**src/hfsvg_pkg.sv**
```systemverilog
`timescale 1ns / 1ps
// Package for the HFS volume geometry and fork layout block.
// Payload structs, status and register codes, divider length, extents helper.
// No dependencies.
package hfsvg_pkg;

    // Sector and catalog limits
    localparam int SECTOR_SHIFT      = 9;
    localparam int MAX_CATALOG_NODES = 2048;
    localparam int VLEN_W            = 31 - SECTOR_SHIFT;   // whole sectors, 22 bits
    localparam int DIV_STEPS         = VLEN_W;              // one quotient bit per cycle
    localparam logic [23:0] SAT24    = 24'hFF_FFFF;

    // Status codes
    localparam logic [2:0] STAT_OK       = 3'd0;
    localparam logic [2:0] STAT_ALIGN    = 3'd1;
    localparam logic [2:0] STAT_SMALL    = 3'd2;
    localparam logic [2:0] STAT_TOO_MANY = 3'd3;
    localparam logic [2:0] STAT_NO_FIT   = 3'd4;

    // Register indexes (byte address 4*i)
    localparam logic [1:0] REG_VOLUME_BYTES  = 2'd0;
    localparam logic [1:0] REG_CATALOG_NODES = 2'd1;
    localparam logic [1:0] REG_TIGHT_PACKING = 2'd2;

    // Register reset values
    localparam logic [30:0] VOLUME_BYTES_RST  = 31'd819200;
    localparam logic [11:0] CATALOG_NODES_RST = 12'd32;

    typedef struct packed {
        logic [30:0] fork_bytes;
        logic        is_last;
    } t_fork_in;

    typedef struct packed {
        logic [15:0] start_block;
        logic [21:0] block_count;
        logic [6:0]  sectors_per_block;
        logic [4:0]  alloc_start_sector;
        logic [15:0] alloc_block_total;
        logic [23:0] used_blocks;
        logic [15:0] free_blocks;
        logic [2:0]  status;
        logic        done_res;
    } t_fork_res;

    // Extents tree blocks: ceil(8 / sectors per block), at least one
    function automatic logic [3:0] f_ext_blocks(input logic [6:0] lpa);
        logic [3:0] ext;
        case (lpa) inside
            7'd1:         ext = 4'd8;
            7'd2:         ext = 4'd4;
            7'd3:         ext = 4'd3;
            [7'd4:7'd7]:  ext = 4'd2;
            default:      ext = 4'd1;
        endcase
        return ext;
    endfunction

endpackage

```
**src/hfs_volume_geometry_and_fork_layout.sv**
```systemverilog
`timescale 1ns / 1ps
// Top level: volume geometry derivation and contiguous fork block layout.
// Depends on hfsvg_pkg; one shared restoring divider under a small sequencer.
//
//  channel  | handshake                   | payload
//  ---------+-----------------------------+-----------------------------
//  fork in  | i_in_valid / o_in_stall     | i_in_data  (t_fork_in)
//  result   | o_out_valid / i_out_stall   | o_out_data (t_fork_res)
//  config   | APB psel/penable/pwrite     | paddr[3:2] index, pwdata
//
// A fork is accepted, then runs 22 divider steps (one quotient bit each, the
// 22-bit sector count over sectors per block), then is placed.
// After reset and after every register write the geometry is rederived in
// four passes of the divider; o_in_stall is high meanwhile.
// A finished result waits in the output register; the next fork may run,
// and its placement holds until that register is taken.
module hfs_volume_geometry_and_fork_layout
    import hfsvg_pkg::*;
(
    input  logic        i_clk,
    input  logic        i_rst_n,
    input  logic        i_in_valid,
    output logic        o_in_stall,
    input  t_fork_in    i_in_data,
    output logic        o_out_valid,
    input  logic        i_out_stall,
    output t_fork_res   o_out_data,
    input  logic        psel,
    input  logic        penable,
    input  logic        pwrite,
    input  logic [3:0]  paddr,
    input  logic [31:0] pwdata,
    output logic [31:0] prdata,
    output logic        pready
);

    typedef enum logic [1:0] {ST_GEO, ST_DIV, ST_POST, ST_IDLE} t_state;
    typedef enum logic [2:0] {OP_VBM, OP_ALLOC, OP_CAT, OP_FIFTH, OP_FORK} t_op;

    // Configuration registers
    logic [30:0] r_volume;
    logic [11:0] r_nodes;
    logic        r_tight;

    // Sequencer and divider
    t_state      r_state;
    t_op         r_op;
    logic [4:0]  r_cnt;
    logic [21:0] r_quo;
    logic [6:0]  r_rem;
    logic [6:0]  r_dvs;

    // Cached geometry
    logic [6:0]  r_lpa;
    logic [4:0]  r_alst;
    logic [15:0] r_total;
    logic [2:0]  r_err;
    logic [11:0] r_base;
    logic [13:0] r_fifth;

    // Layout state and the fork in flight
    logic [23:0] r_next;
    logic        r_first;
    logic        r_frac_nz;
    logic        r_bytes_nz;
    logic        r_last;

    // Output register
    logic        r_out_valid;
    t_fork_res   r_out_data;

    logic        cfg_wr;
    logic        cfg_hit;
    logic        in_acc;
    logic        slot_free;
    logic        out_load;
    logic [21:0] vlen;
    logic [6:0]  lpa_new;
    logic [7:0]  d_shift;
    logic        d_ge;
    logic [6:0]  n_rem;
    logic [21:0] n_quo;
    logic [22:0] vbm_sum;
    logic [11:0] alst_full;
    logic [2:0]  err_new;
    logic [21:0] alloc_dvd;
    logic [11:0] nodes_cl;
    logic [11:0] cat_ceil;
    logic [22:0] cnt_full;
    logic [23:0] cur;
    logic [24:0] run_sum;
    logic [23:0] nxt;
    logic [13:0] head;
    logic [24:0] need_sum;
    logic [15:0] free_blk;
    logic [2:0]  stat_res;

    assign cfg_wr     = psel && penable && pwrite;
    assign cfg_hit    = cfg_wr && (paddr[3:2] inside {REG_VOLUME_BYTES, REG_CATALOG_NODES,
                                                       REG_TIGHT_PACKING});
    assign pready     = 1'b1;
    assign o_in_stall = (r_state != ST_IDLE) || cfg_wr;
    assign in_acc     = i_in_valid && !o_in_stall;
    assign slot_free  = !r_out_valid || !i_out_stall;
    assign out_load   = (r_state == ST_POST) && (r_op == OP_FORK) && slot_free;
    assign o_out_valid = r_out_valid;
    assign o_out_data  = r_out_data;

    // Register read-back
    always_comb begin
        case (paddr[3:2])
            REG_VOLUME_BYTES:  prdata = {1'b0, r_volume};
            REG_CATALOG_NODES: prdata = {20'd0, r_nodes};
            REG_TIGHT_PACKING: prdata = {31'd0, r_tight};
            default:           prdata = 32'd0;
        endcase
    end

    // Sectors per block from whole sectors
    assign vlen    = r_volume[30:SECTOR_SHIFT];
    assign lpa_new = (vlen >= 22'd6) ? 7'd1 + 7'((vlen - 22'd6) >> 16) : 7'd1;

    // Restoring divider step
    assign d_shift = {r_rem, r_quo[21]};
    assign d_ge    = d_shift >= {1'b0, r_dvs};
    assign n_rem   = d_ge ? 7'(d_shift - {1'b0, r_dvs}) : d_shift[6:0];
    assign n_quo   = {r_quo[20:0], d_ge};

    // Geometry post-processing
    assign vbm_sum   = {1'b0, r_quo} + 23'h000FFF;
    assign alst_full = 12'd3 + {1'b0, vbm_sum[22:12]};
    assign alloc_dvd = vlen - 22'd2 - {10'd0, alst_full};
    always_comb begin
        if (r_volume[SECTOR_SHIFT-1:0] != '0)
            err_new = STAT_ALIGN;
        else if (vlen < 22'd100 ||
                 vlen < {10'd0, alst_full} + 22'd2 + {15'd0, r_lpa})
            err_new = STAT_SMALL;
        else
            err_new = STAT_OK;
    end
    assign nodes_cl = (r_nodes == 12'd0) ? 12'd1 :
                      (r_nodes > 12'(MAX_CATALOG_NODES)) ? 12'(MAX_CATALOG_NODES) : r_nodes;
    assign cat_ceil = r_quo[11:0] + {11'd0, r_rem != 7'd0};

    // Fork placement
    assign cnt_full = {1'b0, r_quo} + {22'd0, (r_rem != 7'd0) || r_frac_nz};
    assign cur      = r_first ? {12'd0, r_base} : r_next;
    assign run_sum  = {1'b0, cur} + {2'd0, cnt_full};
    assign nxt      = (run_sum > {1'b0, SAT24}) ? SAT24 : run_sum[23:0];
    assign head     = r_tight ? 14'd16 : r_fifth + 14'd4;
    assign need_sum = {1'b0, nxt} + {11'd0, head};
    assign free_blk = ({8'd0, r_total} > nxt) ? r_total - nxt[15:0] : 16'd0;
    always_comb begin
        stat_res = r_err;
        if (r_last && r_err == STAT_OK && need_sum > {9'd0, r_total})
            stat_res = STAT_NO_FIT;
    end

    // Sequencer, divider, cached geometry and output register
    always_ff @(posedge i_clk) begin
        if (!i_rst_n) begin
            r_volume    <= VOLUME_BYTES_RST;
            r_nodes     <= CATALOG_NODES_RST;
            r_tight     <= 1'b1;
            r_state     <= ST_GEO;
            r_op        <= OP_VBM;
            r_cnt       <= '0;
            r_first     <= 1'b1;
            r_out_valid <= 1'b0;
        end else begin
            // output transaction: load a placed fork, or drop once taken
            if (out_load)
                r_out_valid <= 1'b1;
            else if (!i_out_stall)
                r_out_valid <= 1'b0;

            if (cfg_hit) begin
                // a register write restarts the geometry pass
                r_state <= ST_GEO;
            end else begin
                case (r_state)
                    ST_GEO: begin
                        r_lpa   <= lpa_new;
                        r_quo   <= vlen;
                        r_rem   <= '0;
                        r_dvs   <= lpa_new;
                        r_cnt   <= '0;
                        r_op    <= OP_VBM;
                        r_state <= ST_DIV;
                    end
                    ST_DIV: begin
                        r_quo <= n_quo;
                        r_rem <= n_rem;
                        r_cnt <= r_cnt + 5'd1;
                        if (r_cnt == 5'(DIV_STEPS - 1))
                            r_state <= ST_POST;
                    end
                    ST_POST: begin
                        case (r_op)
                            OP_VBM: begin
                                r_alst  <= alst_full[4:0];
                                r_err   <= err_new;
                                r_quo   <= alloc_dvd;
                                r_rem   <= '0;
                                r_dvs   <= r_lpa;
                                r_cnt   <= '0;
                                r_op    <= OP_ALLOC;
                                r_state <= ST_DIV;
                            end
                            OP_ALLOC: begin
                                if (r_err != STAT_OK) begin
                                    r_total <= '0;
                                end else if (r_quo > 22'h00FFFF) begin
                                    r_err   <= STAT_TOO_MANY;
                                    r_total <= '0;
                                end else begin
                                    r_total <= r_quo[15:0];
                                end
                                r_quo   <= {10'd0, nodes_cl};
                                r_rem   <= '0;
                                r_dvs   <= r_lpa;
                                r_cnt   <= '0;
                                r_op    <= OP_CAT;
                                r_state <= ST_DIV;
                            end
                            OP_CAT: begin
                                r_base  <= {8'd0, f_ext_blocks(r_lpa)} + cat_ceil;
                                r_quo   <= {6'd0, r_total};
                                r_rem   <= '0;
                                r_dvs   <= 7'd5;
                                r_cnt   <= '0;
                                r_op    <= OP_FIFTH;
                                r_state <= ST_DIV;
                            end
                            OP_FIFTH: begin
                                r_fifth <= r_quo[13:0];
                                r_state <= ST_IDLE;
                            end
                            OP_FORK: begin
                                // hold until the output register is free
                                if (slot_free) begin
                                    r_out_data.start_block <= r_bytes_nz ? cur[15:0] : 16'd0;
                                    r_out_data.block_count <= cnt_full[21:0];
                                    r_out_data.sectors_per_block  <= r_lpa;
                                    r_out_data.alloc_start_sector <= r_alst;
                                    r_out_data.alloc_block_total  <= r_total;
                                    r_out_data.used_blocks <= nxt;
                                    r_out_data.free_blocks <= free_blk;
                                    r_out_data.status      <= stat_res;
                                    r_out_data.done_res    <= r_last;
                                    r_next  <= nxt;
                                    r_first <= r_last;
                                    r_state <= ST_IDLE;
                                end
                            end
                            default: r_state <= ST_IDLE;
                        endcase
                    end
                    ST_IDLE: begin
                        if (in_acc) begin
                            r_quo      <= i_in_data.fork_bytes[30:SECTOR_SHIFT];
                            r_rem      <= '0;
                            r_dvs      <= r_lpa;
                            r_cnt      <= '0;
                            r_frac_nz  <= i_in_data.fork_bytes[SECTOR_SHIFT-1:0] != '0;
                            r_bytes_nz <= i_in_data.fork_bytes != '0;
                            r_last     <= i_in_data.is_last;
                            r_op       <= OP_FORK;
                            r_state    <= ST_DIV;
                        end
                    end
                    default: r_state <= ST_IDLE;
                endcase
            end

            // Register write: store the new value
            if (cfg_wr) begin
                case (paddr[3:2])
                    REG_VOLUME_BYTES:  r_volume <= pwdata[30:0];
                    REG_CATALOG_NODES: r_nodes  <= pwdata[11:0];
                    REG_TIGHT_PACKING: r_tight  <= pwdata[0];
                    default: ;
                endcase
            end
        end
    end

    // Checks
    a_rem_below_dvs: assert property (@(posedge i_clk) disable iff (!i_rst_n)
        r_state == ST_DIV |-> r_rem < r_dvs)
        else $error("divider remainder not below divisor");

    a_lpa_range: assert property (@(posedge i_clk) disable iff (!i_rst_n)
        r_state == ST_IDLE |-> (r_lpa != 7'd0 && r_lpa <= 7'd64))
        else $error("sectors per block out of range");

    a_nofit_last: assert property (@(posedge i_clk) disable iff (!i_rst_n)
        (o_out_valid && o_out_data.status == STAT_NO_FIT) |-> o_out_data.done_res)
        else $error("fit verdict on a fork that is not the last");

    a_total_on_err: assert property (@(posedge i_clk) disable iff (!i_rst_n)
        (r_state == ST_IDLE && r_err != STAT_OK) |-> r_total == 16'd0)
        else $error("block total nonzero with a geometry error");

endmodule

```
**config.mk**
```make
export PLATFORM = sky130hd
export DESIGN_NAME = hfs_volume_geometry_and_fork_layout
export DESIGN_NICKNAME = d
export VERILOG_FILES = /design/src/hfsvg_pkg.sv /design/src/hfs_volume_geometry_and_fork_layout.sv
export SDC_FILE = /design/constraint.sdc
export NUM_CORES = 1
export LEC_CHECK = 0
export ABC_AREA = 1
export BUFFER_PORTS_ARGS = -buffer_cell sky130_fd_sc_hd__buf_2
export CAP_MARGIN = 30
export CORE_ASPECT_RATIO = 1.4
export CORE_MARGIN = 8
export CORE_UTILIZATION = 51
export CTS_CLUSTER_DIAMETER = 150
export DETAILED_ROUTE_END_ITERATION = 8
export PLACE_DENSITY = 0.74
export REMOVE_ABC_BUFFERS = 1
export SYNTH_ARGS = -nofsm -noshare
export SYNTH_HDL_FRONTEND = slang
export SYNTH_SLANG_ARGS = --single-unit
```
**constraint.sdc**
```tcl
create_clock -name i_clk -period 7.4 [get_ports i_clk]
set_input_delay 0.74 -clock i_clk [delete_from_list [all_inputs] [get_ports i_clk]]
set_output_delay 0.74 -clock i_clk [all_outputs]
set_load 0.1 [all_outputs]
```
Yosys cells after proc, flatten, opt, wreduce, memory -nomap -nowiden

Index checks and enable logic that the tools add are counted.

Bitwise logic cells: 2
Order comparisons: 11
Multiplexer cells: 43
$add $sub $neg: 17
Reductions and logical operators: 51
Eq/ne operators: 23

Operators by type and width:

| kind                     | count |
|---|---|
| $pmux W31 S3             | 1 |
| $pmux W22 S4             | 1 |
| $pmux W22 S3             | 1 |
| $mux W24                 | 2 |
| $reduce_and A4 Y1        | 9 |
| $mux W7                  | 5 |
| $reduce_bool A31 Y1      | 1 |
| $pmux W7 S4              | 1 |
| $add A24 B14 Y25         | 1 |
| $add A24 B23 Y25         | 1 |
| $gt A25 B16 Y1           | 1 |
| $gt A25 B24 Y1 const B   | 1 |
| $gt A16 B24 Y1           | 1 |
| $mux W12                 | 2 |
| $add A22 B1 Y23          | 1 |
| $add A22 B12 Y23 const B | 1 |
| $ge A22 B3 Y1 const B    | 1 |
| $gt A22 B16 Y1 const B   | 1 |
| $lt A22 B14 Y1           | 1 |
| $lt A22 B7 Y1 const B    | 1 |
| $mux W22                 | 1 |
| $sub A22 B12 Y22         | 1 |
| $sub A22 B2 Y22 const B  | 1 |
| $sub A22 B3 Y22 const B  | 1 |
| other kinds (57)         | 109 |

Logic and storage cells: 176
Flip-flop bits (word level): 262
Output and inout bits: 145
Input port bits: 75

Longest topological paths before layout

Gate-level depths: netlist of the first run.

Depth in word-level cells: 11
Mapped depth: 51

Worst setup path after synthesis of the first run

Ideal clock, no wire load.

Path type: in2reg
Start: input psel
End: register r_out_data (netlist bit o_out_data[0]), enable pin
Required time: 6820 ps
Arrival: 5812 ps
Stages on the path: 5
Slack: 1008 ps
Cell sequence: nand3_1 > a21oi_1 > nor2_1 > inv_1 > nor2_1

Cells in the longest elaborated chain, start to end: 5

RTL lines:

| element                            | RTL line                                  | text |
|---|---|---|
| start: declaration                 | hfs_volume_geometry_and_fork_layout.sv:28 | `input logic psel,` |
| $logic_and A1 B1 Y1 (2 in series)  | hfs_volume_geometry_and_fork_layout.sv:98 | `assign cfg_wr = psel && penable && pwrite;` |
| $logic_and A1 B1 Y1                | hfs_volume_geometry_and_fork_layout.sv:99 | `assign cfg_hit = cfg_wr && (paddr[3:2] inside {REG_VOLUME_BYTES, REG_CATALOG_NODES,` |
| $not A1 Y1 (no source line)        | -                                         |  |
| $reduce_and A5 Y1 (no source line) | -                                         |  |
| end: declaration                   | hfs_volume_geometry_and_fork_layout.sv:70 | `t_fork_res r_out_data;` |

Every way passes these cells.
A chain may end at the register's enable or synchronous reset.

Worst setup path after layout of the first run

Start: register r_rem[3]
End: register r_out_data (netlist bit o_out_data[3]), data pin

Cells in the longest elaborated chain, start to end: 9

RTL lines:

| element                  | RTL line                                   | text |
|---|---|---|
| start: declaration       | hfs_volume_geometry_and_fork_layout.sv:50  | `logic [6:0] r_rem;` |
| start signal: assignment | hfs_volume_geometry_and_fork_layout.sv:194 | `r_rem <= n_rem;` |
| $reduce_bool A7 Y1       | hfs_volume_geometry_and_fork_layout.sv:147 | `assign cnt_full = {1'b0, r_quo} + {22'd0, (r_rem != 7'd0) \|\| r_frac_nz};` |
| $logic_or A1 B1 Y1       | hfs_volume_geometry_and_fork_layout.sv:147 |  |
| $add A22 B1 Y23          | hfs_volume_geometry_and_fork_layout.sv:147 |  |
| net cnt_full[18]         | hfs_volume_geometry_and_fork_layout.sv:89  | `logic [22:0] cnt_full;` |
| $add A24 B23 Y25         | hfs_volume_geometry_and_fork_layout.sv:149 | `assign run_sum = {1'b0, cur} + {2'd0, cnt_full};` |
| $gt A25 B24 Y1           | hfs_volume_geometry_and_fork_layout.sv:150 | `assign nxt = (run_sum > {1'b0, SAT24}) ? SAT24 : run_sum[23:0];` |
| $mux W24                 | hfs_volume_geometry_and_fork_layout.sv:150 |  |
| net nxt[2]               | hfs_volume_geometry_and_fork_layout.sv:92  | `logic [23:0] nxt;` |
| $add A24 B14 Y25         | hfs_volume_geometry_and_fork_layout.sv:152 | `assign need_sum = {1'b0, nxt} + {11'd0, head};` |
| $gt A25 B16 Y1           | hfs_volume_geometry_and_fork_layout.sv:156 | `if (r_last && r_err == STAT_OK && need_sum > {9'd0, r_total})` |
| $logic_and A1 B1 Y1      | hfs_volume_geometry_and_fork_layout.sv:156 |  |

The timed path passes the listed nets, and every way through them passes these cells.

==> flow_metrics.tcl, run 1 <==
set metrics [dict create \
    synth-seq-cells 261 \
    viasPerCell 5.52 \
    syn_area_per_cell_um2 7.98 \
    crit_slowest_cell "edfxtp_1" \
    die_y_um 240 \
    synth_top_area_share_pct 33.8 \
    hpwl_um 50000 \
    grt_pass1_vias 16600 \
    crit_top_cell "nand2_1" \
    worstSetupPathType "reg -> reg" \
    finClkSkew_ns 0.0122 \
    firstDrtPassIters 8 \
    die-area_um2 42100 \
    ant_nets 0 \
    utilization_pct 60.7 \
    drtIter0Drc 1235 \
    n_antenna_cell 0 \
    port_buffers 214 \
    relSlewSlack_pct 30.5 \
    worstPathMaxFanout 5 \
    arrival_ns 7.24 \
    synth_ff_type "edfxtp_1" \
    drv_cap 0 \
    final_hold_viol_count 0 \
    powerDensity_nw_per_um2 295 \
    clkSinkCount 261 \
    cpPeakStageDelay_ns 0.44 \
    grt_usage_pct 28.4 \
    p_leak_nw 10.0 \
    place_inst 3020 \
    finalPower_mw 6.37 \
    yosys.area.top_type "edfxtp_1" \
    dpl-instance-area_um2 20500 \
    root_buffer "clkbuf_16" \
    synthDistinctLibCells 65 \
    cp.required_ns 7.71 \
    final_common_cell "nand2_1" \
    synth_edf_count 205 \
    gp_congestion 1.01 \
    synthToLayoutAreaGrowth_pct 18.3 \
    syn_area_um2 18200 \
    clkSlewWorstSetupHoldPaths_ns 0.07 \
    cts_buffer_depth 3 \
    layout_common_cells "nand2_1, inv_1, nor2_1" \
    cts_tree "done" \
    grt_max_degree 64 \
    status "complete, no violations" \
    num_io_pins 220 \
    worst_setup_path_end_kind "flop" \
    drcViolationCount 0 \
    grt_antenna_before_repair 0 \
    worst_pin_slew_ns 1.04 \
    setup_viol 0 \
    crit_family "simple AND/OR/NAND/NOR gates" \
    clk-insertion-delay-late_ns 0.56 \
    crit_buf_inv 8 \
    min_path_type "in -> reg" \
    grt_pass1_wl_um 92000 \
    wirelength_um 61100 \
    startpoint_type "flop" \
    layout-drive-gt1-share_pct 18.6 \
    core_um2 35500 \
    fillCellCount 3232 \
    synthArstFlopShare_pct 0 \
    cts_made_buffers 27 \
    fin_cells 3076 \
    htree_levels 1 \
    overflow 0 \
    ir_worst_vdd_uv 203 \
    tns_ns 0 \
    die_x_um 176 \
    synth_warnings 0 \
    netlist_instances 2282 \
    wl_per_cell_um 19.8 \
    nets 2814 \
    min_period_over_period_pct 93.6 \
    ys_seq_area_share_pct 40.0 \
    slew_viol_final 0 \
    start_util_pct 51.3 \
    num_rows 82 \
    dr_total_vias 17000 \
    synthTopCellsByArea "edfxtp_1, ha_1, nand2_1" \
    stdcell_area_um2 21500 \
    min_period_ns 6.92 \
    fmax_mhz 144 \
]
## flip-flops by register name, summed over array words and instances, names as in the netlist, 5 cells and up
| register | cells |
|---|---|
| r_lpa | 7 |
| r_nodes | 12 |
| r_dvs | 7 |
| r_fifth | 14 |
| r_base | 12 |
| r_cnt | 5 |
| r_total | 16 |
| r_alst | 5 |
| o_out_data | 110 |
| r_quo | 22 |
| r_volume | 31 |
| r_rem | 7 |
## worst register-to-register path: cells and delay by family (launching register included)
kind	cells	cell delay [ns]
buffers and inverters	8	0.82
XOR/XNOR	2	0.38
AO/OA/AOI/OAI	3	0.57
flip-flops	1	0.44
AND/OR/NAND/NOR	28	3.18
adder cells (fa/ha/maj)	5	1.30
## metrics by stage
| step | hold slack, ns | setup WS [ns] |
|---|---|---|
| floorplan | 0.400 | 0.685 |
| global placement | 0.405 | 0.216 |
| detailed placement | 0.405 | 0.0990 |
| CTS | 0.358 | 0.0469 |
| global route | 0.358 | -0.0381 |
| finish | 0.376 | 0.477 |
## layout make-up
class	count	area, µm²	share of cell area (%)
well taps	462	578	2.68
flip-flops and latches	261	7280	33.8
inverters	400	1500	6.97
clock buffers	31	691	3.21
repair buffers	329	1940	9.01
clock inverters	19	238	1.10
multi-input cells	1574	9320	43.3
## path summary, 6_finish.rpt
path	from	cells past startpoint	slack, ns	to
worst max-delay path	r_rem[3]	46	0.48	o_out_data[3]
worst min register to register	r_alst[3]	0	0.42	o_out_data[63]
worst max register to register	r_rem[3]	46	0.48	o_out_data[3]
worst min-delay path	i_in_data[0]	1	0.38	r_last
## power breakdown
part / total (mW) / leakage, nW / switching, mW / internal, mW
registers: 1.83 / 2.38 / 0.105 / 1.72
clock network: 1.44 / 0.450 / 0.616 / 0.825
logic: 3.10 / 7.21 / 1.94 / 1.16
total: 6.37 / 10.0 / 2.66 / 3.71
## kinds of logic (layout without fill, tap and decap cells)
logic type	after synthesis	in the layout	share of synthesized area, %
xor gates and xnor gates	89	89	4.36
buffers and inverters	450	779	9.48
AOI/OAI and AO/OA	384	384	12.4
DFF	261	261	40.0
adders and majority gates	146	146	10.4
other	2	5	0.0412
and+or+nand+nor	950	950	23.4
## repair_timing
action / in CTS / in global routing
hold buffers: 0 / 0
setup endpoints to repair: 0 / 1
resized for setup: 0 / 23
buffers inserted: 0 / 5
## synthesized netlist by cell type (all sizes together) (2+ instances only)
master and count:
xor2 69, buf 9, nor4 24, a21oi 158, a32oi 3, nand3 96
o21a 4, a22oi 15, o41ai 2, dfxtp 56, a221oi 21, xnor2 20
nand4 35, a21boi 2, nor3 43, o21bai 6, inv 395, conb 2
o311ai 2, a211oi 2, fa 8, a21o 5, o211ai 13, and2 4
nand2 470, clkbuf 41, clkinv 5, a31oi 13, o21ai 103, nor3b 3
o221ai 12, o22ai 19, ha 138, edfxtp 205, or2 8, nand3b 7
nor2 258
## per-layer routing
| metal | GRT usage [%] | wire length [µm] |
|---|---|---|
| met1 | 29.7 | 21400 |
| met2 | 51.6 | 31200 |
| met3 | 4.09 | 3780 |
| met4 | 19.7 | 4650 |
| met5 | 0 | 0 |
Note: power is estimated with default switching activity, not from simulation.
==> run 2: changes to the inputs <==
--- a/config.mk
+++ b/config.mk
@@ -5,7 +5,6 @@
 export SDC_FILE = /design/constraint.sdc
 export NUM_CORES = 1
 export LEC_CHECK = 0
-export ABC_AREA = 1
 export BUFFER_PORTS_ARGS = -buffer_cell sky130_fd_sc_hd__buf_2
 export CAP_MARGIN = 30
 export CORE_ASPECT_RATIO = 1.4
@@ -13,7 +12,7 @@
 export CORE_UTILIZATION = 51
 export CTS_CLUSTER_DIAMETER = 150
 export DETAILED_ROUTE_END_ITERATION = 8
-export PLACE_DENSITY = 0.74
+export PLACE_DENSITY = 0.75
 export REMOVE_ABC_BUFFERS = 1
 export SYNTH_ARGS = -nofsm -noshare
 export SYNTH_HDL_FRONTEND = slang
==> flow_metrics.tcl, run 2 <==
set metrics [dict create \
    worstSetupPathType "reg -> reg" \
    rsz0062_at_grt "yes" \
    root_buffer "clkbuf_16" \
    synthTopCellsByArea "edfxtp_1, ha_1, dfxtp_1" \
    yosysMostFrequentCell "edfxtp_1" \
    ant_nets 0 \
    worst_pin_slew_ns 1.15 \
    grt_usage_pct 28.6 \
    crit_top_cell "a21oi_2" \
    cp.required_ns 7.72 \
    crit_slowest_cell "edfxtp_1" \
    port_buffers 214 \
    clkSlewWorstSetupHoldPaths_ns 0.07 \
    largest_reg_flops 110 \
    clk-insertion-delay-late_ns 0.57 \
    status "complete, no violations" \
    min_period_ns 7.33 \
    syn_area_per_cell_um2 9.73 \
    die_x_um 172 \
    viasPerCell 5.89 \
    worstPathMaxFanout 5 \
    startpoint_type "flop" \
    start_util_pct 51.5 \
    nets 2404 \
    synthTopCellsByCount "edfxtp_1, nand2_1, ha_1" \
    arrival_ns 7.65 \
    grt_pass1_wl_um 88600 \
    synthDistinctLibCells 93 \
    synth_top_area_share_pct 35.2 \
    ys_seq_area_share_pct 41.6 \
    min_path_type "in -> reg" \
    reg2reg_slack_ns 0.07 \
    synthToLayoutAreaGrowth_pct 24.4 \
    hpwl_um 48300 \
    htree_levels 1 \
    worstSetupEndpoint "o_out_data[3]" \
    finalPower_mw 4.62 \
    relSlewSlack_pct 21.4 \
    dr_total_vias 15600 \
    syn_area_um2 17500 \
    place_inst 2586 \
    netlist_instances 1797 \
    cts_made_buffers 26 \
    drv_cap 0 \
    core_um2 33900 \
    worst_setup_path_end_kind "flop" \
    synth_warnings 0 \
    grt_max_degree 81 \
    fmax_mhz 136 \
    min_period_over_period_pct 99.0 \
    seq_area_um2 7280 \
    yosys.area.top_type "edfxtp_1" \
    drcViolationCount 0 \
    num_io_pins 220 \
    p_leak_nw 9.28 \
    regToRegStartpoint "r_rem[3]" \
    die-area_um2 40500 \
    multi_input_area_um2 9700 \
    hold_buffers 0 \
    num_rows 80 \
    synth_ff_type "edfxtp_1" \
    setup_viol 0 \
    finClkSkew_ns 0.0247 \
    synth_edf_count 205 \
    overflow 0 \
    grt_pass1_vias 15300 \
    cts_tree "done" \
    r2r_end "o_out_data[3]" \
    layout_common_cells "buf_4, buf_2, edfxtp_1" \
    layout-drive-gt1-share_pct 26.0 \
    die_y_um 235 \
    powerDensity_nw_per_um2 212 \
    cpPeakStageDelay_ns 0.41 \
    firstDrtPassIters 7 \
    ir_worst_vdd_uv 196 \
    synthArstFlopShare_pct 0 \
    fin_cells 2655 \
    final_hold_viol_count 0 \
    rr_worst_depth 40 \
    gp_congestion 1.04 \
    wl_per_cell_um 22.5 \
    synth-seq-cells 261 \
    final_common_cell "buf_4" \
    slew_viol_final 0 \
    fillCellCount 2773 \
    wirelength_um 59800 \
    drtIter0Drc 1124 \
    clkSinkCount 261 \
    grt_antenna_before_repair 1 \
    critPathLaunch "r_rem[3]" \
    cts_buffer_depth 3 \
]
run 2: cell count changes in the layout (fill, tap and decap cells not counted), moves of 41 or more:
| cell | previous run | this run |
|---|---|---|
| nor2_1 | 230 | 128 |
| xnor2_1 | 20 | 86 |
| a21o_1 | 5 | 46 |
| inv_1 | 383 | 122 |
| o21ai_0 | 99 | 56 |
| a21oi_1 | 154 | 89 |
| buf_4 | 114 | 216 |
| mux2i_1 | 0 | 42 |
| nand2_1 | 437 | 147 |
run 2: worst max-delay path: cells and delay by family, from the launching register on:
family                   cells  cell delay [ns]
AO/OA/AOI/OAI               19             3.13
AND/OR/NAND/NOR             11             1.88
flip-flops                   1             0.41
adder cells (fa/ha/maj)      5             1.01
XOR/XNOR                     2             0.21
buffers and inverters        3             0.43
run 2: what timing repair did:
| action | CTS | global route |
|---|---|---|
| buffers inserted | 12 | 7 |
| pin swaps | 55 | 44 |
| hold endpoints to repair | 0 | 0 |
| setup endpoints to repair | 1 | 1 |
| resized for setup | 47 | 12 |
run 2: worst min-delay path by stage:
stage / start / endpoint / depth (start not counted)
3_3_place_gp: r_alst[0] / o_out_data[60] / 0
6_report: i_in_data[0] / r_last / 1
5_1_grt: i_in_data[0] / r_last / 1
4_1_cts: i_in_data[0] / r_last / 1
3_5_place_dp: r_alst[2] / o_out_data[62] / 0
2_1_floorplan: r_alst[0] / o_out_data[60] / 0
run 2: cells by family after synthesis:
| kind of cell | after synthesis | synth area share, % |
|---|---|---|
| buffers and inverters | 208 | 4.59 |
| multiplexers | 56 | 3.32 |
| AND/OR/NAND/NOR | 595 | 17.0 |
| adder cells (fa/ha/maj) | 148 | 10.9 |
| XOR/XNOR | 129 | 6.46 |
| flip-flops | 261 | 41.6 |
| other | 2 | 0.0429 |
| AO/OA/AOI/OAI | 398 | 16.0 |
run 2: per-layer routing:
metal	vias up	global-route usage, %	share of wire [%]
met3	202	3.52	6.7
met2	738	49.7	49
met1	7404	32.4	37
li1	7303	-	-
met5	-	0	0
met4	0	18.2	7.4
run 2: power breakdown:
group	switching [mW]	internal, mW	total [mW]
Sequential	0.0304	1.63	1.66
Clock	0.598	0.818	1.42
Combinational	0.879	0.662	1.54
Total	1.51	3.11	4.62
run 2: cell type report:
type / count / area share (%)
Timing Repair Buffer: 438 / 13.0
Tap cell: 451 / 2.59
Antenna cell: 1 / 0.0115
Inverter: 125 / 2.16
Multi-Input combinational cell: 1331 / 44.6
Clock inverter: 19 / 1.04
Clock buffer: 29 / 3.18
Sequential cell: 261 / 33.4
run 2: metrics by stage:
step                util [%]  TNS, ns  hold slack [ns]  worst slack (ns)  instance area [µm²]
floorplan                  -  -0.0599            0.400           -0.0599                17200
global placement        60.0   -0.462            0.405            -0.462                20400
detailed placement      60.2   -0.726            0.407            -0.726                20400
CTS                     63.7  -0.0550            0.338           -0.0550                21600
global route            64.1   -0.305            0.346            -0.305                21800
finish                  64.1        0            0.357            0.0715                21800
